`src/bbqc_pkg.sv`:
```
// Shared types and constants for the blocked-board queens counter.
// No dependencies; imported by bbqc_cell, blocked_board_queens_counter and the testbench.
package bbqc_pkg;

    localparam int BOARD_SIZE_DEFAULT = 8;
    localparam int ROW_STRIDE         = 8;   // bits per row in the input mask
    localparam int MASK_W             = 64;
    localparam int COUNT_W            = 7;

    // Per-cell control from the sequencer
    typedef struct packed {
        logic load;   // latch masks from the row above and build the free set
        logic take;   // consume the lowest free column of this row
    } cell_ctrl_t;

    typedef enum logic [1:0] {
        ST_IDLE,
        ST_SEARCH,
        ST_FLUSH
    } state_t;

endpackage

```
`src/blocked_board_queens_counter.sv`:
```
// Blocked-board queens counter, top level: sequencer, row-cell chain and
// output register. Depends on bbqc_pkg and bbqc_cell.
//
// Each board is a 64-bit mask of blocked squares (bit r*8+c); the block
// returns the number of ways to place BOARD_SIZE non-attacking queens on free
// squares of the top-left BOARD_SIZE x BOARD_SIZE corner. The search is a
// depth-first walk over a chain of row cells, one search node per clock: each
// cycle the active row either tries its next free column (moving one row down,
// or counting a solution on the last row) or, when it has none left, steps
// back one row. The search ends when the first row has no free column left; an
// open 8x8 board tries 2056 columns and steps back 1965 times, counting that
// exhausted first row as the last backtrack. The next board is accepted as
// soon as the count has moved to the output register, even if it is not yet
// taken.
module blocked_board_queens_counter import bbqc_pkg::*; #(
    parameter int BOARD_SIZE = BOARD_SIZE_DEFAULT
) (
    input  logic               aclk,
    input  logic               aresetn,
    input  logic               s_valid,
    output logic               s_ready,
    input  logic [MASK_W-1:0]  s_blocked_squares,
    output logic               m_valid,
    input  logic               m_ready,
    output logic [COUNT_W-1:0] m_solution_count
);

    localparam int IDX_W = (BOARD_SIZE > 1) ? $clog2(BOARD_SIZE) : 1;
    localparam logic [IDX_W-1:0] LAST_ROW = IDX_W'(BOARD_SIZE - 1);

    state_t             state_reg, state_next;
    logic [IDX_W-1:0]   active_reg, active_next;
    logic [COUNT_W-1:0] count_reg, count_next;
    logic [COUNT_W-1:0] result_reg;
    logic               m_valid_reg;
    logic [MASK_W-1:0]  blocked_reg;
    logic [MASK_W-1:0]  board_bits;

    logic s_xfer, out_free, search_step, search_end, result_load, cur_avail;

    logic [BOARD_SIZE-1:0] has_avail;
    logic [BOARD_SIZE-1:0] load_vec;
    cell_ctrl_t            ctrl   [BOARD_SIZE];
    logic [BOARD_SIZE-1:0] cols_link   [BOARD_SIZE+1];
    logic [BOARD_SIZE-1:0] diag_l_link [BOARD_SIZE+1];
    logic [BOARD_SIZE-1:0] diag_r_link [BOARD_SIZE+1];

    assign s_xfer    = s_valid && s_ready;
    assign out_free  = !m_valid_reg || m_ready;
    assign cur_avail = has_avail[active_reg];
    assign search_end = !cur_avail && (active_reg == '0);

    // row 0 loads during the transfer, before blocked_reg holds the new board
    assign board_bits = s_xfer ? s_blocked_squares : blocked_reg;

    // first row starts with nothing attacked
    assign cols_link[0]   = '0;
    assign diag_l_link[0] = '0;
    assign diag_r_link[0] = '0;

    for (genvar r = 0; r < BOARD_SIZE; r++) begin : g_row
        logic [BOARD_SIZE-1:0] row_free;

        assign row_free = ~board_bits[r*ROW_STRIDE +: BOARD_SIZE];

        always_comb begin
            if (r == 0) begin
                ctrl[r].load = s_xfer;
            end else begin
                ctrl[r].load = search_step && cur_avail && (active_reg == IDX_W'(r - 1));
            end
            ctrl[r].take = search_step && cur_avail && (active_reg == IDX_W'(r));
        end
        assign load_vec[r] = ctrl[r].load;

        bbqc_cell #(.BOARD_SIZE(BOARD_SIZE)) u_cell (
            .aclk       (aclk),
            .ctrl       (ctrl[r]),
            .row_free   (row_free),
            .cols_in    (cols_link[r]),
            .diag_l_in  (diag_l_link[r]),
            .diag_r_in  (diag_r_link[r]),
            .cols_out   (cols_link[r+1]),
            .diag_l_out (diag_l_link[r+1]),
            .diag_r_out (diag_r_link[r+1]),
            .has_avail  (has_avail[r])
        );
    end

    // next state
    always_comb begin
        state_next = state_reg;
        case (state_reg)
            ST_IDLE: begin
                if (s_valid) state_next = ST_SEARCH;
            end
            ST_SEARCH: begin
                if (search_end) state_next = out_free ? ST_IDLE : ST_FLUSH;
            end
            ST_FLUSH: begin
                if (out_free) state_next = ST_IDLE;
            end
            default: state_next = ST_IDLE;
        endcase
    end

    // state outputs
    always_comb begin
        s_ready     = 1'b0;
        search_step = 1'b0;
        result_load = 1'b0;
        case (state_reg)
            ST_IDLE: begin
                s_ready = 1'b1;
            end
            ST_SEARCH: begin
                search_step = 1'b1;
                result_load = search_end && out_free;
            end
            ST_FLUSH: begin
                result_load = out_free;
            end
            default: begin
                s_ready = 1'b0;
            end
        endcase
    end

    // row pointer and solution count
    always_comb begin
        active_next = active_reg;
        count_next  = count_reg;
        if (s_xfer) begin
            active_next = '0;
            count_next  = '0;
        end else if (search_step) begin
            if (cur_avail) begin
                if (active_reg == LAST_ROW) begin
                    count_next = count_reg + COUNT_W'(1);
                end else begin
                    active_next = active_reg + IDX_W'(1);
                end
            end else if (active_reg != '0) begin
                active_next = active_reg - IDX_W'(1);
            end
        end
    end

    always_ff @(posedge aclk) begin
        if (!aresetn) begin
            state_reg   <= ST_IDLE;
            m_valid_reg <= 1'b0;
            active_reg  <= '0;
            count_reg   <= '0;
        end else begin
            state_reg  <= state_next;
            active_reg <= active_next;
            count_reg  <= count_next;
            if (result_load) begin
                m_valid_reg <= 1'b1;
            end else if (m_ready) begin
                m_valid_reg <= 1'b0;
            end
        end
    end

    always_ff @(posedge aclk) begin
        if (s_xfer) blocked_reg <= s_blocked_squares;
        if (result_load) result_reg <= count_reg;
    end

    assign m_valid          = m_valid_reg;
    assign m_solution_count = result_reg;

    // at most one row latches new masks per cycle
    a_one_load: assert property (@(posedge aclk) disable iff (!aresetn)
        $onehot0(load_vec))
        else $error("more than one row cell loaded");

    // the row pointer stays on the board
    a_row_range: assert property (@(posedge aclk) disable iff (!aresetn)
        search_step |-> (active_reg <= LAST_ROW))
        else $error("row pointer off the board");

    // a transfer in starts a fresh search at the first row
    a_start: assert property (@(posedge aclk) disable iff (!aresetn)
        s_xfer |=> (state_reg == ST_SEARCH) && (active_reg == '0) && (count_reg == '0))
        else $error("search did not start at row zero");

    // a result is never overwritten while still waiting
    a_no_overwrite: assert property (@(posedge aclk) disable iff (!aresetn)
        (m_valid_reg && !m_ready) |-> !result_load)
        else $error("pending result overwritten");

endmodule

```
`src/bbqc_cell.sv`:
```
// One row cell of the queens search chain: holds the attack masks and the
// remaining candidate columns of its row. Depends on bbqc_pkg.
module bbqc_cell import bbqc_pkg::*; #(
    parameter int BOARD_SIZE = BOARD_SIZE_DEFAULT
) (
    input  logic                  aclk,
    input  cell_ctrl_t            ctrl,
    input  logic [BOARD_SIZE-1:0] row_free,
    input  logic [BOARD_SIZE-1:0] cols_in,
    input  logic [BOARD_SIZE-1:0] diag_l_in,
    input  logic [BOARD_SIZE-1:0] diag_r_in,
    output logic [BOARD_SIZE-1:0] cols_out,
    output logic [BOARD_SIZE-1:0] diag_l_out,
    output logic [BOARD_SIZE-1:0] diag_r_out,
    output logic                  has_avail
);

    logic [BOARD_SIZE-1:0] cols_reg, diag_l_reg, diag_r_reg, avail_reg;
    logic [BOARD_SIZE-1:0] avail_next, pick;

    // lowest set bit of the candidate set
    assign pick      = avail_reg & (~avail_reg + BOARD_SIZE'(1));
    assign has_avail = |avail_reg;

    always_comb begin
        avail_next = avail_reg;
        if (ctrl.load) begin
            avail_next = row_free & ~(cols_in | diag_l_in | diag_r_in);
        end else if (ctrl.take) begin
            avail_next = avail_reg & ~pick;
        end
    end

    always_ff @(posedge aclk) begin
        avail_reg <= avail_next;
        if (ctrl.load) begin
            cols_reg   <= cols_in;
            diag_l_reg <= diag_l_in;
            diag_r_reg <= diag_r_in;
        end
    end

    // masks seen by the next row if the picked column is kept;
    // the left shift drops bits past the board edge
    assign cols_out   = cols_reg | pick;
    assign diag_l_out = (diag_l_reg | pick) << 1;
    assign diag_r_out = (diag_r_reg | pick) >> 1;

endmodule

```
`config.mk`:
```
export PLATFORM = sky130hd
export DESIGN_NAME = blocked_board_queens_counter
export DESIGN_NICKNAME = d
export VERILOG_FILES = /design/src/bbqc_pkg.sv /design/src/blocked_board_queens_counter.sv /design/src/bbqc_cell.sv
export SDC_FILE = /design/constraint.sdc
export NUM_CORES = 1
export LEC_CHECK = 0
export BUFFER_PORTS_ARGS = -buffer_cell sky130_fd_sc_hd__buf_2
export CAP_MARGIN = 20
export CORE_MARGIN = 2
export CORE_UTILIZATION = 50
export DETAILED_ROUTE_END_ITERATION = 7
export GPL_ROUTABILITY_DRIVEN = 0
export HOLD_SLACK_MARGIN = 0.1
export PLACE_DENSITY = 0.7
export SLEW_MARGIN = 5
export SYNTH_ARGS = -nofsm -noshare
export SYNTH_HDL_FRONTEND = slang
export SYNTH_HIERARCHICAL = 1
export SYNTH_SLANG_ARGS = --single-unit
```
`constraint.sdc`:
```
create_clock -name aclk -period 11.2 [get_ports aclk]
set_input_delay 1.68 -clock aclk [delete_from_list [all_inputs] [get_ports aclk]]
set_output_delay 1.68 -clock aclk [all_outputs]
set_load 0.005 [all_outputs]
```
==> results of run 1 <==
-- layer usage --
layer  wire [um]  part of all wire (%)  GRT usage, %  up-vias
li1            -                     -             -     4166
met1       10300                    44          21.0     3794
met2       12000                    51          30.8      131
met3         777                   3.3          2.80       38
met4         563                   2.4          5.58        0
met5           0                     0             0        -
-- critical path: cells and delay by family (launching register included) --
family	cells	cell delay (ns)
AOI/OAI and AO/OA	1	0.47
buffers and inverters	1	0.25
DFF	1	0.51
muxes	1	0.25
and+or+nand+nor	6	1.92
-- worst max path at each step --
stage,depth (start not counted),slack (ns),endpoint,start
finish,9,7.50,g_row[3].u_cell/avail_reg[3],g_row[0].u_cell/avail_reg[0]
global route,9,7.27,g_row[3].u_cell/avail_reg[3],g_row[6].u_cell/avail_reg[0]
CTS,9,7.47,g_row[3].u_cell/avail_reg[4],g_row[0].u_cell/avail_reg[0]
detailed placement,7,7.31,g_row[3].u_cell/avail_reg[3],s_valid
global placement,7,7.33,g_row[3].u_cell/avail_reg[7],s_valid
floorplan,8,6.60,g_row[0].u_cell/avail_reg[0],g_row[3].u_cell/avail_reg[0]
-- area by class of cell --
cell class	instances	area share [%]
timing repair buffer	84	2.98
clock inverter	9	0.632
inverter	72	1.75
sequential	302	53.7
tap	341	2.76
multi-input combinational	721	31.7
clock buffer	53	6.43
-- cell usage in the layout, fill, tap and decap left out, types with 9 or more instances in the layout --
| master | instances |
|---|---|
| o31ai_1 | 10 |
| dfxtp_1 | 77 |
| or2_2 | 22 |
| nand3_1 | 20 |
| mux2i_1 | 80 |
| nor2_1 | 33 |
| clkbuf_16 | 35 |
| o21ai_0 | 67 |
| a21o_1 | 78 |
| nand2_1 | 74 |
| conb_1 | 60 |
| edfxtp_1 | 225 |
| ha_1 | 11 |
| nand3b_1 | 9 |
| nor4_4 | 9 |
| buf_2 | 76 |
| nand2b_1 | 93 |
| nor4b_1 | 49 |
| inv_1 | 71 |
| clkbuf_1 | 13 |
| nor3_1 | 18 |
-- where the power goes --
part	leakage, nW	internal (mW)	switching, mW	total, mW
Combinational	2.96	0.101	0.133	0.234
Clock	0.534	0.638	0.425	1.06
Sequential	2.72	1.30	0.0424	1.34
Total	6.21	2.04	0.600	2.64
==> results.toml, run 1 <==
[setup_path]
reg2reg_to = "g_row[3].u_cell/avail_reg[3]"
slowest_stage = "or4_4"
worstSetupPathType = "reg2reg"
startpoint_type = "register"
cpPeakStageDelay_ns = 0.61
path_cells = "or4_4, nor4_4, nand2b_1, mux2i_1, a22o_1, nor3_1, and3_1, buf_4, or2_2"
cp-end-kind = "register"
required_ns = 11.43
reg2reg_from = "g_row[0].u_cell/avail_reg[0]"
crit_fanout = 39
arrival_ns = 3.92
reg2reg_slack_ns = 7.50
worstRegToRegCells = 9

[floorplan]
die_x_um = 168
initial_core_util_pct = 50.5
row_count = 60
ioPinCount = 77
die_area_sq_um = 28300
die_y_um = 168
core_sq_um = 26700

[timing]
worstMarginPinSlew_ns = 0.832
finalSetupViolCount = 0
setup_slack_ns = 7.50
hold_ws_ns = 0.449
drv_slew = 0
post-route-period-util_pct = 33.0
finalSetupTns_ns = 0
finalHoldViolations = 0
min_period_ns = 3.70
slew-limit-headroom_pct = 44.5
fmax_ghz = 0.271
fin_skew_ns = 0.0168
rsz0062_at_grt = "no"

[routing]
post-route-drc-count = 0
ant_nets = 0
viasPerCell = 5.14
routed_wl_um = 23600
routedWlPerCell_um = 14.9
vias = 8129
dr.pass1.iters = 5
first_iter_violations = 477

[cells_and_area]
nFillCells = 2206
nNetsFinal = 1294
area.growth.synth_to_final_pct = 14.5
register_area_sq_um = 8300
diodes = 0
post-route-util_pct = 57.8
fin_area_sq_um = 15400
final_cell_count_no_fill = 1582
drive_gt1_share_pct = 14.5
multi_input_area_sq_um = 4900

[cts]
numCtsBuffers = 34
postCtsSetupBuffers = 0
root_buffer = "clkbuf_16"
postCtsHoldBufs = 0
cts_tree = "done"
post_cts_resized = 0
insertion_delay_ns = 0.51
cts.clk_slew.worst_paths_ns = 0.06
clock_sinks = 302
htree_levels = 2
clock_path_buffers = 3

[synth]
post_synth_inst_count = 1082
avgSynthCellArea_sq_um = 12.5
synth.cell_area_sq_um = 13500
synth-warning-count = 6

[worst_hold_path]
worstHoldPathCells = 2
hold_path_end = "blocked_reg[59]"
hp-class = "reg2reg"
hp-start = "blocked_reg[59]"

[placement]
port-buffer-count = 76
place_area_sq_um = 14400
dp.cells = 1520
pre_cts_ws_ns = 7.31
place_hpwl_um = 16800

[global_routing]
grt_pass1_vias = 8166
grt_pass1_wl_um = 39500
grt.total_usage_pct = 17.1
grt_max_degree = 43
antenna_found_initial = 0
gr-total-overflow = 0

[run]
cap_violations = 0

[power]
power_density_nw_per_um2 = 171
vdd_drop_max_mv = 0.174
power_mw = 2.64
leakagePower_nw = 6.21

[status]
status = "finished clean"
No activity file was read; power rests on OpenSTA's default activity.
==> inputs of run 2 (changes only) <==
==> constraint.sdc (replaced) <==
create_clock -name aclk -period 3.6 [get_ports aclk]
set_input_delay 0.54 -clock aclk [delete_from_list [all_inputs] [get_ports aclk]]
set_output_delay 0.54 -clock aclk [all_outputs]
set_load 0.005 [all_outputs]
==> run 2 against run 1 <==
Non-clock buffer count up 5. Sequential power rose to 3.1 times the previous value. Largest cell class unchanged. Wire length is 4.4% higher. Combinational power increased to 3.3 times the previous value. Register-to-register slack got worse by 7.2 ns. Highest routed layer unchanged. Clock skew rose by 0.0063 ns. Global-route usage up 0.45 points. Via count is 1.2% higher. Power rose to 3.2 times the previous value. Fmax increased by 14%.
==> results.toml, run 2 (same netlist as run 1, synthesis figures left out) <==
[floorplan]
row_count = 60
initial_core_util_pct = 50.5
ioPinCount = 77
die_y_um = 168
die_area_sq_um = 28300
die_x_um = 168
core_sq_um = 26700

[setup_path]
slowest_stage = "or4_4"
worstSetupPathType = "reg2reg"
cpPeakStageDelay_ns = 0.60
path_cells = "or4_4, nor4_4, nand2b_1, mux4_2, nor3_1, o21ai_0, nor2_1"
reg2reg_slack_ns = 0.35
arrival_ns = 3.38
required_ns = 3.72
path_buf_inv = 0
path_delay_family = "simple AND/OR/NAND/NOR gates"
crit_fanout = 8
startpoint_type = "register"
cp-end-kind = "register"

[routing]
viasPerCell = 5.19
routed.top_layer = "met4"
met3_wirelength_um = 830
routed_wl_um = 24600
wl_met2_um = 12500
routedWlPerCell_um = 15.5
post-route-drc-count = 0
first_iter_violations = 437
met1Wirelength_um = 10600
ant_nets = 0
dr.pass1.iters = 5
vias = 8227

[run]
cap_violations = 0

[timing]
hold_ws_ns = 0.254
finalSetupTns_ns = 0
worstMarginPinSlew_ns = 0.711
rsz0062_at_grt = "no"
finalHoldViolations = 0
drv_slew = 0
fin_skew_ns = 0.0231
fmax_ghz = 0.307
post-route-period-util_pct = 90.3
finalSetupViolCount = 0
slew-limit-headroom_pct = 52.6
min_period_ns = 3.25

[power]
power_mw = 8.44
power_density_nw_per_um2 = 543
vdd_drop_max_mv = 0.425
leakagePower_nw = 6.25

[cts]
postCtsSetupBuffers = 0
clock_path_buffers = 3
insertion_delay_ns = 0.51
cts_tree = "done"
clock_sinks = 302
htree_levels = 2
postCtsHoldBufs = 0
cts.clk_slew.worst_paths_ns = 0.06
root_buffer = "clkbuf_16"
post_cts_resized = 0
numCtsBuffers = 34

[global_routing]
antenna_found_initial = 0
grt_pass1_vias = 8267
grt.total_usage_pct = 17.6
grt_pass1_wl_um = 40300
gr-total-overflow = 0
grt_max_degree = 39

[placement]
port-buffer-count = 76
place_hpwl_um = 17900

[cells_and_area]
layout_common_cells = "edfxtp_1, nand2b_1, mux2i_1"
final_common_cell = "edfxtp_1"
diodes = 0
area.growth.synth_to_final_pct = 15.1
drive_gt1_share_pct = 14.8
nNetsFinal = 1299

[status]
status = "finished clean"

[worst_hold_path]
hp-class = "in2reg"
[run 2: worst paths after layout]
check,from,endpoint,cells past startpoint
worst max-delay path,g_row[0].u_cell/avail_reg[0],m_solution_count[3],7
worst min-delay path,s_blocked_squares[7],blocked_reg[7],3
worst max register to register,g_row[0].u_cell/avail_reg[0],m_solution_count[3],7
worst min register to register,blocked_reg[3],blocked_reg[3],2
[run 2: layer usage]
| metal | vias to the layer above | track usage [%] |
|---|---|---|
| li1 | 4172 | - |
| met1 | 3881 | 21.3 |
| met2 | 127 | 31.6 |
| met3 | 47 | 2.94 |
| met4 | 0 | 6.26 |
| met5 | - | 0 |
[run 2: worst register-to-register path, delay by kind of cell, from the launching register on]
kind | cells | cell delay (ns)
flip-flops | 1 | 0.48
AO/OA/AOI/OAI | 1 | 0.13
multiplexers | 1 | 0.56
AND/OR/NAND/NOR | 5 | 1.72
[run 2: power breakdown]
part           internal [mW]  switching (mW)
clock network           2.17            1.34
registers               4.03           0.132
logic                  0.321           0.449
[run 2: cell type report]
type / count / area [sq um]
clock buffers: 44 / 920
clock inverters: 17 / 215
flip-flops and latches: 302 / 8300
inverters: 72 / 270
repair buffers: 89 / 490
well taps: 341 / 427
multi-input cells: 721 / 4910
fillers: 2207 / 11200
[run 2: stage by stage]
stage	instances	util [%]	area [sq um]	setup WS (ns)
6_report	1586	58.1	15500	0.348
5_1_grt	1586	58.1	15500	0.120
4_1_cts	1586	58.1	15500	0.313
3_5_place_dp	1525	53.9	14400	0.345
3_3_place_gp	1525	53.9	14400	0.442
2_1_floorplan	1134	-	13700	0.148
==> inputs of run 3 (changes only) <==
--- a/config.mk
+++ b/config.mk
@@ -12,9 +12,8 @@
 export DETAILED_ROUTE_END_ITERATION = 7
 export GPL_ROUTABILITY_DRIVEN = 0
 export HOLD_SLACK_MARGIN = 0.1
-export PLACE_DENSITY = 0.7
+export PLACE_DENSITY = 0.71
 export SLEW_MARGIN = 5
 export SYNTH_ARGS = -nofsm -noshare
 export SYNTH_HDL_FRONTEND = slang
-export SYNTH_HIERARCHICAL = 1
 export SYNTH_SLANG_ARGS = --single-unit
==> run 3 against run 2 <==
Sequential power is 9.6% lower. Worst hold slack better by 0.0028 ns. Synthesized area shrank 19%. Sequential share of layout area increased by 1.3 points. Critical endpoint is now g_row[4].u_cell.cols_reg[7].
==> results.toml, run 3 <==
[cells_and_area]
register_area_sq_um = 6760
nNetsFinal = 1017
diodes = 0
layout_common_cells = "edfxtp_1, buf_2, dfxtp_1"
fin_area_sq_um = 12300
final_cell_count_no_fill = 1233
post-route-util_pct = 58.3
multi_input_area_sq_um = 3820
final_common_cell = "edfxtp_1"
nFillCells = 1691
area.growth.synth_to_final_pct = 13.6
largest_register_ffs = 64
drive_gt1_share_pct = 22.7

[placement]
dp.cells = 1184
place_area_sq_um = 11500
port-buffer-count = 76
place_hpwl_um = 17200

[synth]
muxShareOfSynthArea_pct = 7.76
synth-async-reset-ratio_pct = 0
ys_ff_latch = 248
synth_commonest_cells = "edfxtp_1, dfxtp_1, mux2_2"
synthesis.nets = 932
synth-edff-count = 179
synth_compound_area_share_pct = 9.69
synth_xor_area_share_pct = 0
yosysMostFrequentCell = "edfxtp_1"
synth-simple-area-share_pct = 16.4
synth_top_cell_by_area = "edfxtp_1"
ys_seq_area_share_pct = 62.2
synth.cell_area_sq_um = 10900
yosys.area_share.adder_pct = 1.27
ys_types = 64
synthTopCellsByArea = "edfxtp_1, dfxtp_1, mux2_2"
avgSynthCellArea_sq_um = 12.7
synth_top_family_by_area = "simple AND/OR/NAND/NOR gates"
post_synth_inst_count = 853
synth-warning-count = 0
synthFlopType = "edfxtp_1"
synth_top_area_share_pct = 49.5

[setup_path]
crit_start = "g_row[5].u_cell.avail_reg[0]"
path_cells = "or4_1, o31ai_1, o221ai_2, nand4_4, or2_2, inv_1"
required_ns = 3.76
endpoint = "g_row[4].u_cell.cols_reg[7]"
cp-end-kind = "register"
worstRegToRegCells = 6
slowest_stage = "or4_1"
reg2reg_slack_ns = 0.45
worstSetupPathType = "reg2reg"
cpPeakStageDelay_ns = 0.65
arrival_ns = 3.32
reg2reg_to = "g_row[4].u_cell.cols_reg[7]"
reg2reg_from = "g_row[5].u_cell.avail_reg[0]"
crit_fanout = 20
startpoint_type = "register"

[timing]
slew-limit-headroom_pct = 49.9
finalSetupViolCount = 0
finalSetupTns_ns = 0
fin_skew_ns = 0.00764
finalHoldViolations = 0
post-route-period-util_pct = 87.6
worstMarginPinSlew_ns = 0.750
fmax_ghz = 0.317
min_period_ns = 3.15
drv_slew = 0
rsz0062_at_grt = "no"

[cts]
root_buffer = "clkbuf_16"
postCtsSetupBuffers = 0
htree_levels = 1
clock_path_buffers = 3
cts_tree = "done"
post_cts_resized = 0
postCtsHoldBufs = 0
insertion_delay_ns = 0.52
numCtsBuffers = 26
clock_sinks = 248
cts.clk_slew.worst_paths_ns = 0.06

[routing]
viasPerCell = 5.63
first_iter_violations = 361
routed_wl_um = 22900
ant_nets = 0
vias = 6939
dr.pass1.iters = 6
post-route-drc-count = 0
routedWlPerCell_um = 18.6

[power]
p_clk_share_pct = 33.9
p_sw_mw = 1.97
power_density_nw_per_um2 = 611
switching_share_pct = 26.1
comb_power_share_pct = 16.0
power.share.sequential_pct = 50.0
leakagePower_nw = 4.68
vdd_drop_max_mv = 0.454
power_mw = 7.54
internal_power_mw = 5.57

[floorplan]
row_count = 53
die_area_sq_um = 22900
die_x_um = 151
die_y_um = 151
initial_core_util_pct = 51.4
core_sq_um = 21200
ioPinCount = 77

[global_routing]
grt_max_degree = 40
grt_pass1_wl_um = 36100
grt_pass1_vias = 6757
antenna_found_initial = 0
grt.total_usage_pct = 20.5
gr-total-overflow = 0

[run]
cap_violations = 0

[worst_hold_path]
worstHoldPathCells = 2
hp-class = "in2reg"
hp-start = "s_blocked_squares[62]"

[status]
status = "finished clean"
run 3: kinds of logic (layout without fill, tap and decap cells):
| kind of cell | count (synthesis) | after routing |
|---|---|---|
| flops | 248 | 248 |
| fa+ha+maj | 11 | 11 |
| compound gates | 148 | 148 |
| mux | 77 | 77 |
| simple gates | 310 | 310 |
| buf+inv | 59 | 164 |
run 3: power by group through the flow:
stage	sequential [mW]	combinational (mW)	clock, mW
global placement	3.81	1.20	0
global route	3.82	1.34	2.71
finish	3.77	1.21	2.56
floorplan	3.71	0.960	0
detailed placement	3.83	1.21	0
CTS	3.77	1.22	2.61
run 3: critical path, delay by kind of cell, from the launching register on:
family,cells,cell delay [ns]
compound gates,2,0.70
buf+inv,1,0.36
flops,1,0.48
simple gates,3,1.25
run 3: layout make-up:
cell class | instances | share of cell area [%]
clock buffer | 39 | 6.34
clock inverter | 9 | 0.406
inverter | 29 | 0.882
multi-input combinational | 546 | 31.0
sequential | 248 | 54.8
tap | 275 | 2.79
timing repair buffer | 87 | 3.83
run 3: worst min path at each step:
stage | slack [ns] | to
3_3_place_gp | 0.45 | blocked_reg[53]
3_5_place_dp | 0.46 | blocked_reg[59]
2_1_floorplan | 0.42 | g_row[5].u_cell.diag_l_reg[1]
4_1_cts | 0.24 | blocked_reg[10]
5_1_grt | 0.25 | blocked_reg[10]
6_report | 0.26 | blocked_reg[62]
run 3: layer usage:
| layer | wire [um] | part of all wire (%) | up-vias | GRT usage [%] |
|---|---|---|---|---|
| li1 | - | - | 3403 | - |
| met1 | 9520 | 42 | 3305 | 25.6 |
| met2 | 11800 | 51 | 179 | 36.7 |
| met3 | 954 | 4.2 | 52 | 2.74 |
| met4 | 689 | 3.0 | 0 | 6.82 |
| met5 | 0 | 0 | - | 0 |
run 3: stage by stage:
step	hold WS (ns)	setup WS, ns
CTS	0.238	0.445
detailed placement	0.458	0.485
floorplan	0.421	0.610
global placement	0.454	0.541
global route	0.245	0.239
finish	0.256	0.446
